--- config.mk ---
export PLATFORM = sky130hd
export DESIGN_NAME = morse_led_keyer
export DESIGN_NICKNAME = d
export VERILOG_FILES = /design/src/design/mlk_pkg.sv /design/src/design/mlk_seq.sv /design/src/design/morse_led_keyer.sv
export SDC_FILE = /design/constraint.sdc
export NUM_CORES = 1
export LEC_CHECK = 0
export BUFFER_PORTS_ARGS = -buffer_cell sky130_fd_sc_hd__buf_4
export CAP_MARGIN = 5
export CORE_AREA = 10 10 111 113
export CTS_CLUSTER_SIZE = 16
export DETAILED_ROUTE_END_ITERATION = 7
export DIE_AREA = 0 0 121 123
export PLACE_DENSITY = 0.75
export SYNTH_ARGS = -nofsm -noshare
export SYNTH_HDL_FRONTEND = slang
export SYNTH_HIERARCHICAL = 1
export SYNTH_SLANG_ARGS = --single-unit
--- constraint.sdc ---
create_clock -name clk_i -period 2.1 [get_ports clk_i]
set_input_delay 0.525 -clock clk_i [delete_from_list [all_inputs] [get_ports clk_i]]
set_output_delay 0.525 -clock clk_i [all_outputs]
set_load 0.01 [all_outputs]
--- src/design/mlk_pkg.sv ---
package mlk_pkg;

  localparam int unsigned DurW = 16;
  localparam int unsigned PatW = 6;
  localparam int unsigned LenW = 3;
  localparam int unsigned IdxW = 8;

  localparam logic [IdxW-1:0] RegDotOn    = IdxW'(0);
  localparam logic [IdxW-1:0] RegDashOn   = IdxW'(1);
  localparam logic [IdxW-1:0] RegElemGap  = IdxW'(2);
  localparam logic [IdxW-1:0] RegCharGap  = IdxW'(3);

  localparam logic [DurW-1:0] DotOnRst    = DurW'(200);
  localparam logic [DurW-1:0] DashOnRst   = DurW'(600);
  localparam logic [DurW-1:0] ElemGapRst  = DurW'(100);
  localparam logic [DurW-1:0] CharGapRst  = DurW'(600);

  typedef struct packed {
    logic [DurW-1:0] dot_on;
    logic [DurW-1:0] dash_on;
    logic [DurW-1:0] elem_gap;
    logic [DurW-1:0] char_gap;
  } cfg_t;

  typedef struct packed {
    logic            led_on;
    logic [DurW-1:0] duration_ms;
    logic            bad_char;
    logic            last;
  } pulse_t;

  // first element in the top bit, 1 = dash
  typedef struct packed {
    logic            ok;
    logic [LenW-1:0] len;
    logic [PatW-1:0] pat;
  } code_t;

  function automatic code_t morse_lookup(input logic [7:0] ch);
    code_t c;
    c = '{ok: 1'b1, len: '0, pat: '0};
    case (ch)
      8'h41: begin c.len = 3'd2; c.pat = 6'b010000; end
      8'h42: begin c.len = 3'd4; c.pat = 6'b100000; end
      8'h43: begin c.len = 3'd4; c.pat = 6'b101000; end
      8'h44: begin c.len = 3'd3; c.pat = 6'b100000; end
      8'h45: begin c.len = 3'd1; c.pat = 6'b000000; end
      8'h46: begin c.len = 3'd4; c.pat = 6'b001000; end
      8'h47: begin c.len = 3'd3; c.pat = 6'b110000; end
      8'h48: begin c.len = 3'd4; c.pat = 6'b000000; end
      8'h49: begin c.len = 3'd2; c.pat = 6'b000000; end
      8'h4A: begin c.len = 3'd4; c.pat = 6'b011100; end
      8'h4B: begin c.len = 3'd3; c.pat = 6'b101000; end
      8'h4C: begin c.len = 3'd4; c.pat = 6'b010000; end
      8'h4D: begin c.len = 3'd2; c.pat = 6'b110000; end
      8'h4E: begin c.len = 3'd2; c.pat = 6'b100000; end
      8'h4F: begin c.len = 3'd3; c.pat = 6'b111000; end
      8'h50: begin c.len = 3'd4; c.pat = 6'b011000; end
      8'h51: begin c.len = 3'd4; c.pat = 6'b110100; end
      8'h52: begin c.len = 3'd3; c.pat = 6'b010000; end
      8'h53: begin c.len = 3'd3; c.pat = 6'b000000; end
      8'h54: begin c.len = 3'd1; c.pat = 6'b100000; end
      8'h55: begin c.len = 3'd3; c.pat = 6'b001000; end
      8'h56: begin c.len = 3'd4; c.pat = 6'b000100; end
      8'h57: begin c.len = 3'd3; c.pat = 6'b011000; end
      8'h58: begin c.len = 3'd4; c.pat = 6'b100100; end
      8'h59: begin c.len = 3'd4; c.pat = 6'b101100; end
      8'h5A: begin c.len = 3'd4; c.pat = 6'b110000; end
      8'h30: begin c.len = 3'd5; c.pat = 6'b111110; end
      8'h31: begin c.len = 3'd5; c.pat = 6'b011110; end
      8'h32: begin c.len = 3'd5; c.pat = 6'b001110; end
      8'h33: begin c.len = 3'd5; c.pat = 6'b000110; end
      8'h34: begin c.len = 3'd5; c.pat = 6'b000010; end
      8'h35: begin c.len = 3'd5; c.pat = 6'b000000; end
      8'h36: begin c.len = 3'd5; c.pat = 6'b100000; end
      8'h37: begin c.len = 3'd5; c.pat = 6'b110000; end
      8'h38: begin c.len = 3'd5; c.pat = 6'b111000; end
      8'h39: begin c.len = 3'd5; c.pat = 6'b111100; end
      8'h2E: begin c.len = 3'd6; c.pat = 6'b010101; end
      8'h2C: begin c.len = 3'd6; c.pat = 6'b110011; end
      8'h3F: begin c.len = 3'd6; c.pat = 6'b001100; end
      8'h3D: begin c.len = 3'd5; c.pat = 6'b100010; end
      default: begin c.ok = 1'b0; end
    endcase
    return c;
  endfunction

endpackage

--- src/design/mlk_seq.sv ---
module mlk_seq
  import mlk_pkg::*;
(
  input  logic       clk_i,
  input  logic       rst_ni,
  input  cfg_t       cfg_i,
  input  logic       req_valid_i,
  output logic       req_ready_o,
  input  logic [7:0] req_char_i,
  output logic       emit_valid_o,
  input  logic       emit_ready_i,
  output pulse_t     emit_o
);

  typedef enum logic [1:0] {
    DUR_ZERO = 2'd0,
    DUR_ON   = 2'd1,
    DUR_EGAP = 2'd2,
    DUR_CGAP = 2'd3
  } dur_sel_e;

  typedef enum logic [1:0] {
    COND_NEXT = 2'd0,
    COND_ALWAYS = 2'd1,
    COND_BAD  = 2'd2,
    COND_MORE = 2'd3
  } cond_e;

  localparam int unsigned StepW = 3;
  localparam int unsigned NumSteps = 5;

  localparam logic [StepW-1:0] StepLoad = 3'd0;
  localparam logic [StepW-1:0] StepOn   = 3'd1;
  localparam logic [StepW-1:0] StepGap  = 3'd2;
  localparam logic [StepW-1:0] StepChar = 3'd3;
  localparam logic [StepW-1:0] StepBad  = 3'd4;

  typedef struct packed {
    logic             wait_req;
    logic             emit;
    dur_sel_e         dur;
    logic             led;
    logic             bad;
    logic             last;
    logic             shift;
    cond_e            cond;
    logic [StepW-1:0] target;
  } uc_t;

  localparam uc_t UcRom [NumSteps] = '{
    '{1'b1, 1'b0, DUR_ZERO, 1'b0, 1'b0, 1'b0, 1'b0, COND_BAD,    StepBad},
    '{1'b0, 1'b1, DUR_ON,   1'b1, 1'b0, 1'b0, 1'b0, COND_NEXT,   StepLoad},
    '{1'b0, 1'b1, DUR_EGAP, 1'b0, 1'b0, 1'b0, 1'b1, COND_MORE,   StepOn},
    '{1'b0, 1'b1, DUR_CGAP, 1'b0, 1'b0, 1'b1, 1'b0, COND_ALWAYS, StepLoad},
    '{1'b0, 1'b1, DUR_ZERO, 1'b0, 1'b1, 1'b1, 1'b0, COND_ALWAYS, StepLoad}
  };

  logic [StepW-1:0] upc_q, upc_d;
  logic [PatW-1:0]  pat_q, pat_d;
  logic [LenW-1:0]  cnt_q, cnt_d;
  uc_t              uc;
  code_t            code;
  logic             done;
  logic             take;

  assign uc   = (upc_q < StepW'(NumSteps)) ? UcRom[upc_q] : UcRom[StepLoad];
  assign code = morse_lookup(req_char_i);

  assign req_ready_o  = uc.wait_req;
  assign emit_valid_o = uc.emit;
  assign done = uc.wait_req ? req_valid_i : (!uc.emit || emit_ready_i);
  assign take = uc.wait_req && req_valid_i;

  always_comb begin
    emit_o.led_on   = uc.led;
    emit_o.bad_char = uc.bad;
    emit_o.last     = uc.last;
    case (uc.dur)
      DUR_ON:   emit_o.duration_ms = pat_q[PatW-1] ? cfg_i.dash_on : cfg_i.dot_on;
      DUR_EGAP: emit_o.duration_ms = cfg_i.elem_gap;
      DUR_CGAP: emit_o.duration_ms = cfg_i.char_gap;
      default:  emit_o.duration_ms = '0;
    endcase
  end

  always_comb begin
    upc_d = upc_q;
    pat_d = pat_q;
    cnt_d = cnt_q;
    if (take) begin
      pat_d = code.pat;
      cnt_d = code.len;
    end else if (done && uc.shift) begin
      pat_d = {pat_q[PatW-2:0], 1'b0};
      cnt_d = cnt_q - LenW'(1);
    end
    if (done) begin
      case (uc.cond)
        COND_ALWAYS: upc_d = uc.target;
        COND_BAD:    upc_d = code.ok ? upc_q + StepW'(1) : uc.target;
        COND_MORE:   upc_d = (cnt_q != LenW'(1)) ? uc.target : upc_q + StepW'(1);
        default:     upc_d = upc_q + StepW'(1);
      endcase
    end
  end

  always_ff @(posedge clk_i or negedge rst_ni) begin
    if (!rst_ni) begin
      upc_q <= StepLoad;
      cnt_q <= '0;
    end else begin
      upc_q <= upc_d;
      cnt_q <= cnt_d;
    end
  end

  always_ff @(posedge clk_i) begin
    pat_q <= pat_d;
  end

`ifndef ASSERT_OFF
  a_elem_cnt: assert property (@(posedge clk_i) disable iff (!rst_ni)
    (upc_q == StepOn || upc_q == StepGap) |-> (cnt_q != '0))
    else $error("element step with no elements left");
  a_bad_jump: assert property (@(posedge clk_i) disable iff (!rst_ni)
    (take && !code.ok) |=> (upc_q == StepBad))
    else $error("unknown character not routed to bad step");
  a_good_jump: assert property (@(posedge clk_i) disable iff (!rst_ni)
    (take && code.ok) |=> (upc_q == StepOn && cnt_q == $past(code.len)))
    else $error("known character not loaded");
  a_step_range: assert property (@(posedge clk_i) disable iff (!rst_ni)
    upc_q < StepW'(NumSteps))
    else $error("step counter out of range");
`endif

endmodule

--- src/design/morse_led_keyer.sv ---
// Morse LED keyer.
// Request channel: in_valid_i/in_ready_o with ascii_char_i, one character per request.
// Result channel: out_valid_o/out_ready_i with led_on_o, duration_ms_o, bad_char_o, last_o.
// Each dot or dash gives a lit pulse then an element gap; a character-gap pulse
// (last_o set) closes the character. An unknown code gives one pulse with bad_char_o.
// Config: cfg_we_i writes cfg_data_i to register cfg_idx_i at once (0 dot, 1 dash,
// 2 element gap, 3 character gap); other indexes are ignored.
// Sequencing: a microcoded step counter runs one step per cycle unless it waits for a
// request or the output stalls. It takes the request in its load step, then emits one
// pulse per step; the first pulse reaches the output once the step counter has left
// its load step and the result register has loaded that pulse.
// The result register is refilled in the cycle it is taken, so a character's pulses
// stream one per cycle while out_ready_i is high; a full untaken register holds the step.
// Reset returns the sequencer to its load step, clears the output valid flag and
// restores default lengths 200, 600, 100 and 600 ms.
module morse_led_keyer
  import mlk_pkg::*;
(
  input  logic            clk_i,
  input  logic            rst_ni,
  input  logic            in_valid_i,
  output logic            in_ready_o,
  input  logic [7:0]      ascii_char_i,
  output logic            out_valid_o,
  input  logic            out_ready_i,
  output logic            led_on_o,
  output logic [DurW-1:0] duration_ms_o,
  output logic            bad_char_o,
  output logic            last_o,
  input  logic            cfg_we_i,
  input  logic [IdxW-1:0] cfg_idx_i,
  input  logic [DurW-1:0] cfg_data_i
);

  cfg_t   cfg_q;
  pulse_t emit;
  pulse_t out_q;
  logic   emit_valid;
  logic   emit_ready;
  logic   out_valid_q;

  always_ff @(posedge clk_i or negedge rst_ni) begin
    if (!rst_ni) begin
      cfg_q <= '{dot_on: DotOnRst, dash_on: DashOnRst,
                 elem_gap: ElemGapRst, char_gap: CharGapRst};
    end else if (cfg_we_i) begin
      case (cfg_idx_i)
        RegDotOn:   cfg_q.dot_on   <= cfg_data_i;
        RegDashOn:  cfg_q.dash_on  <= cfg_data_i;
        RegElemGap: cfg_q.elem_gap <= cfg_data_i;
        RegCharGap: cfg_q.char_gap <= cfg_data_i;
        default: ;
      endcase
    end
  end

  mlk_seq u_seq (
    .clk_i        (clk_i),
    .rst_ni       (rst_ni),
    .cfg_i        (cfg_q),
    .req_valid_i  (in_valid_i),
    .req_ready_o  (in_ready_o),
    .req_char_i   (ascii_char_i),
    .emit_valid_o (emit_valid),
    .emit_ready_i (emit_ready),
    .emit_o       (emit)
  );

  assign emit_ready = !out_valid_q || out_ready_i;

  always_ff @(posedge clk_i or negedge rst_ni) begin
    if (!rst_ni) begin
      out_valid_q <= 1'b0;
    end else if (emit_valid && emit_ready) begin
      out_valid_q <= 1'b1;
    end else if (out_ready_i) begin
      out_valid_q <= 1'b0;
    end
  end

  always_ff @(posedge clk_i) begin
    if (emit_valid && emit_ready) begin
      out_q <= emit;
    end
  end

  assign out_valid_o   = out_valid_q;
  assign led_on_o      = out_q.led_on;
  assign duration_ms_o = out_q.duration_ms;
  assign bad_char_o    = out_q.bad_char;
  assign last_o        = out_q.last;

endmodule
==> results.sh <==
export IMPL_start_util_pct=51.8
export IMPL_synth_edff_count=25
export IMPL_synth_warnings=6
export IMPL_drc=0
export IMPL_drt_iter0_drc=291
export IMPL_r2r_end="u_seq/upc_q[1]"
export IMPL_cts_root_buf="clkbuf_8"
export IMPL_cpMaxStageDelayCell="dfrtp_1"
export IMPL_hold_violations=0
export IMPL_cts_buffers=9
export IMPL_period_share_pct=97.0
export IMPL_synth_seq_area_share_pct=48.4
export IMPL_netlist_area_sq_um=5260
export IMPL_wirelength_um=12900
export IMPL_htreeDepth=3
export IMPL_rows=37
export IMPL_port_buffer_count=57
export IMPL_gp_congestion=0.907
export IMPL_r2r_setup_slack_ps=130
export IMPL_routed_via_density=5.73
export IMPL_p_per_area_nw_per_um2=965
export IMPL_n_antenna_cell=0
export IMPL_antenna_found_initial=0
export IMPL_skew_ps=16.0
export IMPL_hp_class="in2async"
export IMPL_dp_hpwl_um=9240
export IMPL_dieArea_sq_um=14900
export IMPL_synth_area_per_cell_sq_um=10.9
export IMPL_grt_start_max_net_pins=44
export IMPL_drive_gt1_share_pct=40.2
export IMPL_postPlaceCellArea_sq_um=6190
export IMPL_postSynthCellCount=480
export IMPL_grt_pass1_vias=4242
export IMPL_ios=58
export IMPL_grt_remaining_overflow=0
export IMPL_track_usage_pct=17.5
export IMPL_worstReg2RegStart="u_seq/upc_q[2]"
export IMPL_avgRoutedWirePerCell_um=17.9
export IMPL_clkSlewWorstSetupHoldPaths_ps=110
export IMPL_ir_drop_mv=0.522
export IMPL_synth_flop_cell="dfrtp_1"
export IMPL_critPathCaptureType="output port"
export IMPL_cp_max_fo=8
export IMPL_vias=4112
export IMPL_fin_area_sq_um=6420
export IMPL_clock_sinks=96
export IMPL_cts_tree="built"
export IMPL_fmax_mhz=491
export IMPL_die_x_um=121
export IMPL_status="finished clean"
export IMPL_finalMaxSlewViolations=0
export IMPL_start_kind="flip-flop"
export IMPL_ctsHoldBuffers=0
export IMPL_synth_nets=524
export IMPL_insertion_delay_ps=370
export IMPL_area_growth_pct=22.2
export IMPL_worstSetupPathType="reg2out"
export IMPL_synth_seq_cells=96
export IMPL_worst_pin_slew_ps=711
export IMPL_fp_dieH_um=123
export IMPL_antenna_left=0
export IMPL_final_nets=621
export IMPL_p_leak_uw=0.00290
export IMPL_core_area_sq_um=10100
export IMPL_yosysUniqueCellTypes=70
export IMPL_reg2reg_depth=6
export IMPL_finalPower_uw=6200
export IMPL_async_reset_ff_share_pct=74.0
export IMPL_slowest_delay_ps=540
export IMPL_drv_cap=0
export IMPL_cp_arrival_ps=1510
export IMPL_relSlewSlack_pct=52.4
export IMPL_fin_crit_ps=2040
export IMPL_grt_pass1_wl_um=21200
export IMPL_drtPass1Iterations=4
export IMPL_cts_buffer_depth=2
export IMPL_setup_viol=0
export IMPL_crit_chain="nor3b_4, nor2_2, buf_4"
export IMPL_critPathRequiredTime_ps=1570
==> where the power goes <==
part	switching, uW	internal, uW
registers	148	2380
clock network	744	478
logic	1420	1020
total	2310	3890
==> logic make-up (layout without fill, tap and decap cells) <==
group | Yosys count | after routing | share of synthesized area (%)
xor+xnor | 2 | 2 | 0.333
buf+inv | 44 | 146 | 4.00
fa+ha+maj | 7 | 7 | 1.67
flops | 96 | 96 | 48.4
simple gates | 133 | 133 | 14.0
compound gates | 115 | 115 | 14.3
mux | 83 | 83 | 17.3
==> Yosys cell counts (2+ instances only) <==
library cell	number	area share [%]
nor3b_1	3	0.43
clkbuf_1	17	1.2
o21ai_1	2	0.19
dfstp_2	14	7.0
buf_4	5	0.71
dfrtp_1	57	27
nor3_1	10	0.95
nand2_1	38	2.7
a22oi_1	17	2.4
edfxtp_1	25	14
o21ai_0	33	3.1
clkinv_1	2	0.14
xnor2_1	2	0.33
a21oi_1	23	2.2
nor2b_1	3	0.36
nand4b_2	2	0.57
inv_1	10	0.71
mux2i_1	19	3.6
nor2_1	38	2.7
nand3b_1	3	0.43
or4_1	2	0.29
buf_6	3	0.64
a221oi_1	3	0.50
a21o_1	2	0.29
a31oi_1	6	0.71
ha_1	7	1.7
o31ai_1	3	0.43
a32oi_1	2	0.33
nor3b_2	2	0.48
o22ai_1	6	0.71
nand3_1	4	0.38
nand2b_1	8	0.95
a211o_1	2	0.33
and2_1	2	0.24
and3_1	2	0.24
buf_1	4	0.29
buf_2	3	0.29
mux2_2	64	14
==> per-stage QoR <==
step / std cells / util, % / setup slack [ps] / TNS, ps / hold WS (ps)
CTS: 716 / 63.1 / 4.21 / 0 / 66.0
finish: 718 / 63.3 / 63.2 / 0 / 62.1
global route: 718 / 63.3 / -2.17 / -2.17 / 63.1
global placement: 700 / 61.0 / -181 / -910 / 470
detailed placement: 700 / 61.0 / -192 / -1030 / 481
floorplan: 480 / - / -38.2 / -38.2 / 229
==> cells in the final DEF, fill, tap and decap left out, drive strengths merged, types with 2 or more instances in the layout <==
cell type,n
nand4,2
o21ai,35
clkinv,5
o2111ai,2
nand2,39
edfxtp,25
or4,2
and4bb,2
clkbuf,9
nand2b,8
mux2,64
nor4b,2
inv,14
and3,2
a21o,2
a22oi,17
a32oi,2
nand3,4
buf,118
o22ai,6
nor3,11
dfstp,14
a211o,2
ha,7
xnor2,2
a31oi,6
mux2i,19
nand3b,3
a221oi,4
a21oi,23
o31ai,3
nor2,38
dfrtp,57
nor2b,3
nand4b,2
and2,2
nor3b,5
==> worst max-delay path by stage <==
stage,start,end,slack [ps],cells after the start
floorplan,ascii_char_i[7],u_seq/upc_q[1],-40,7
global placement,ascii_char_i[6],u_seq/pat_q[2],-180,8
detailed placement,ascii_char_i[2],u_seq/upc_q[0],-190,9
CTS,u_seq/upc_q[0],in_ready_o,4,4
global route,u_seq/upc_q[2],in_ready_o,-2,3
finish,u_seq/upc_q[2],in_ready_o,60,3
==> flip-flops by register name (all words and copies together) (netlist names) <==
name / cells
u_seq/cnt_q: 3
out_valid_o: 1
u_seq/pat_q: 6
cfg_q: 64
bad_char_o: 1
duration_ms_o: 16
led_on_o: 1
u_seq/upc_q: 3
last_o: 1
==> routing by layer <==
metal	track usage [%]	share of wire (%)	wire length, um
met3	4.15	5.7	738
met2	29.6	48	6170
met1	22.1	45	5780
met5	0	0	0
met4	4.68	1.4	174
==> repair_timing <==
action                     in CTS  in global routing
buffers inserted                0                  2
pin swaps                       0                  1
setup endpoints to repair       1                  3
gates resized for setup         1                  3
==> layout make-up <==
type	instances	area, sq um
inverters	12	45.0
clock buffers	9	124
well taps	136	170
fillers	837	3720
clock inverters	7	81.3
flip-flops and latches	96	2540
repair buffers	118	936
multi-input cells	340	2520
==> worst max-delay path: cells and delay by family (launching register included) <==
family,cells,cell delay [ps]
DFF,1,540
and+or+nand+nor,2,450
buffers and inverters,1,150
Note: power is estimated with default switching activity, not from simulation.
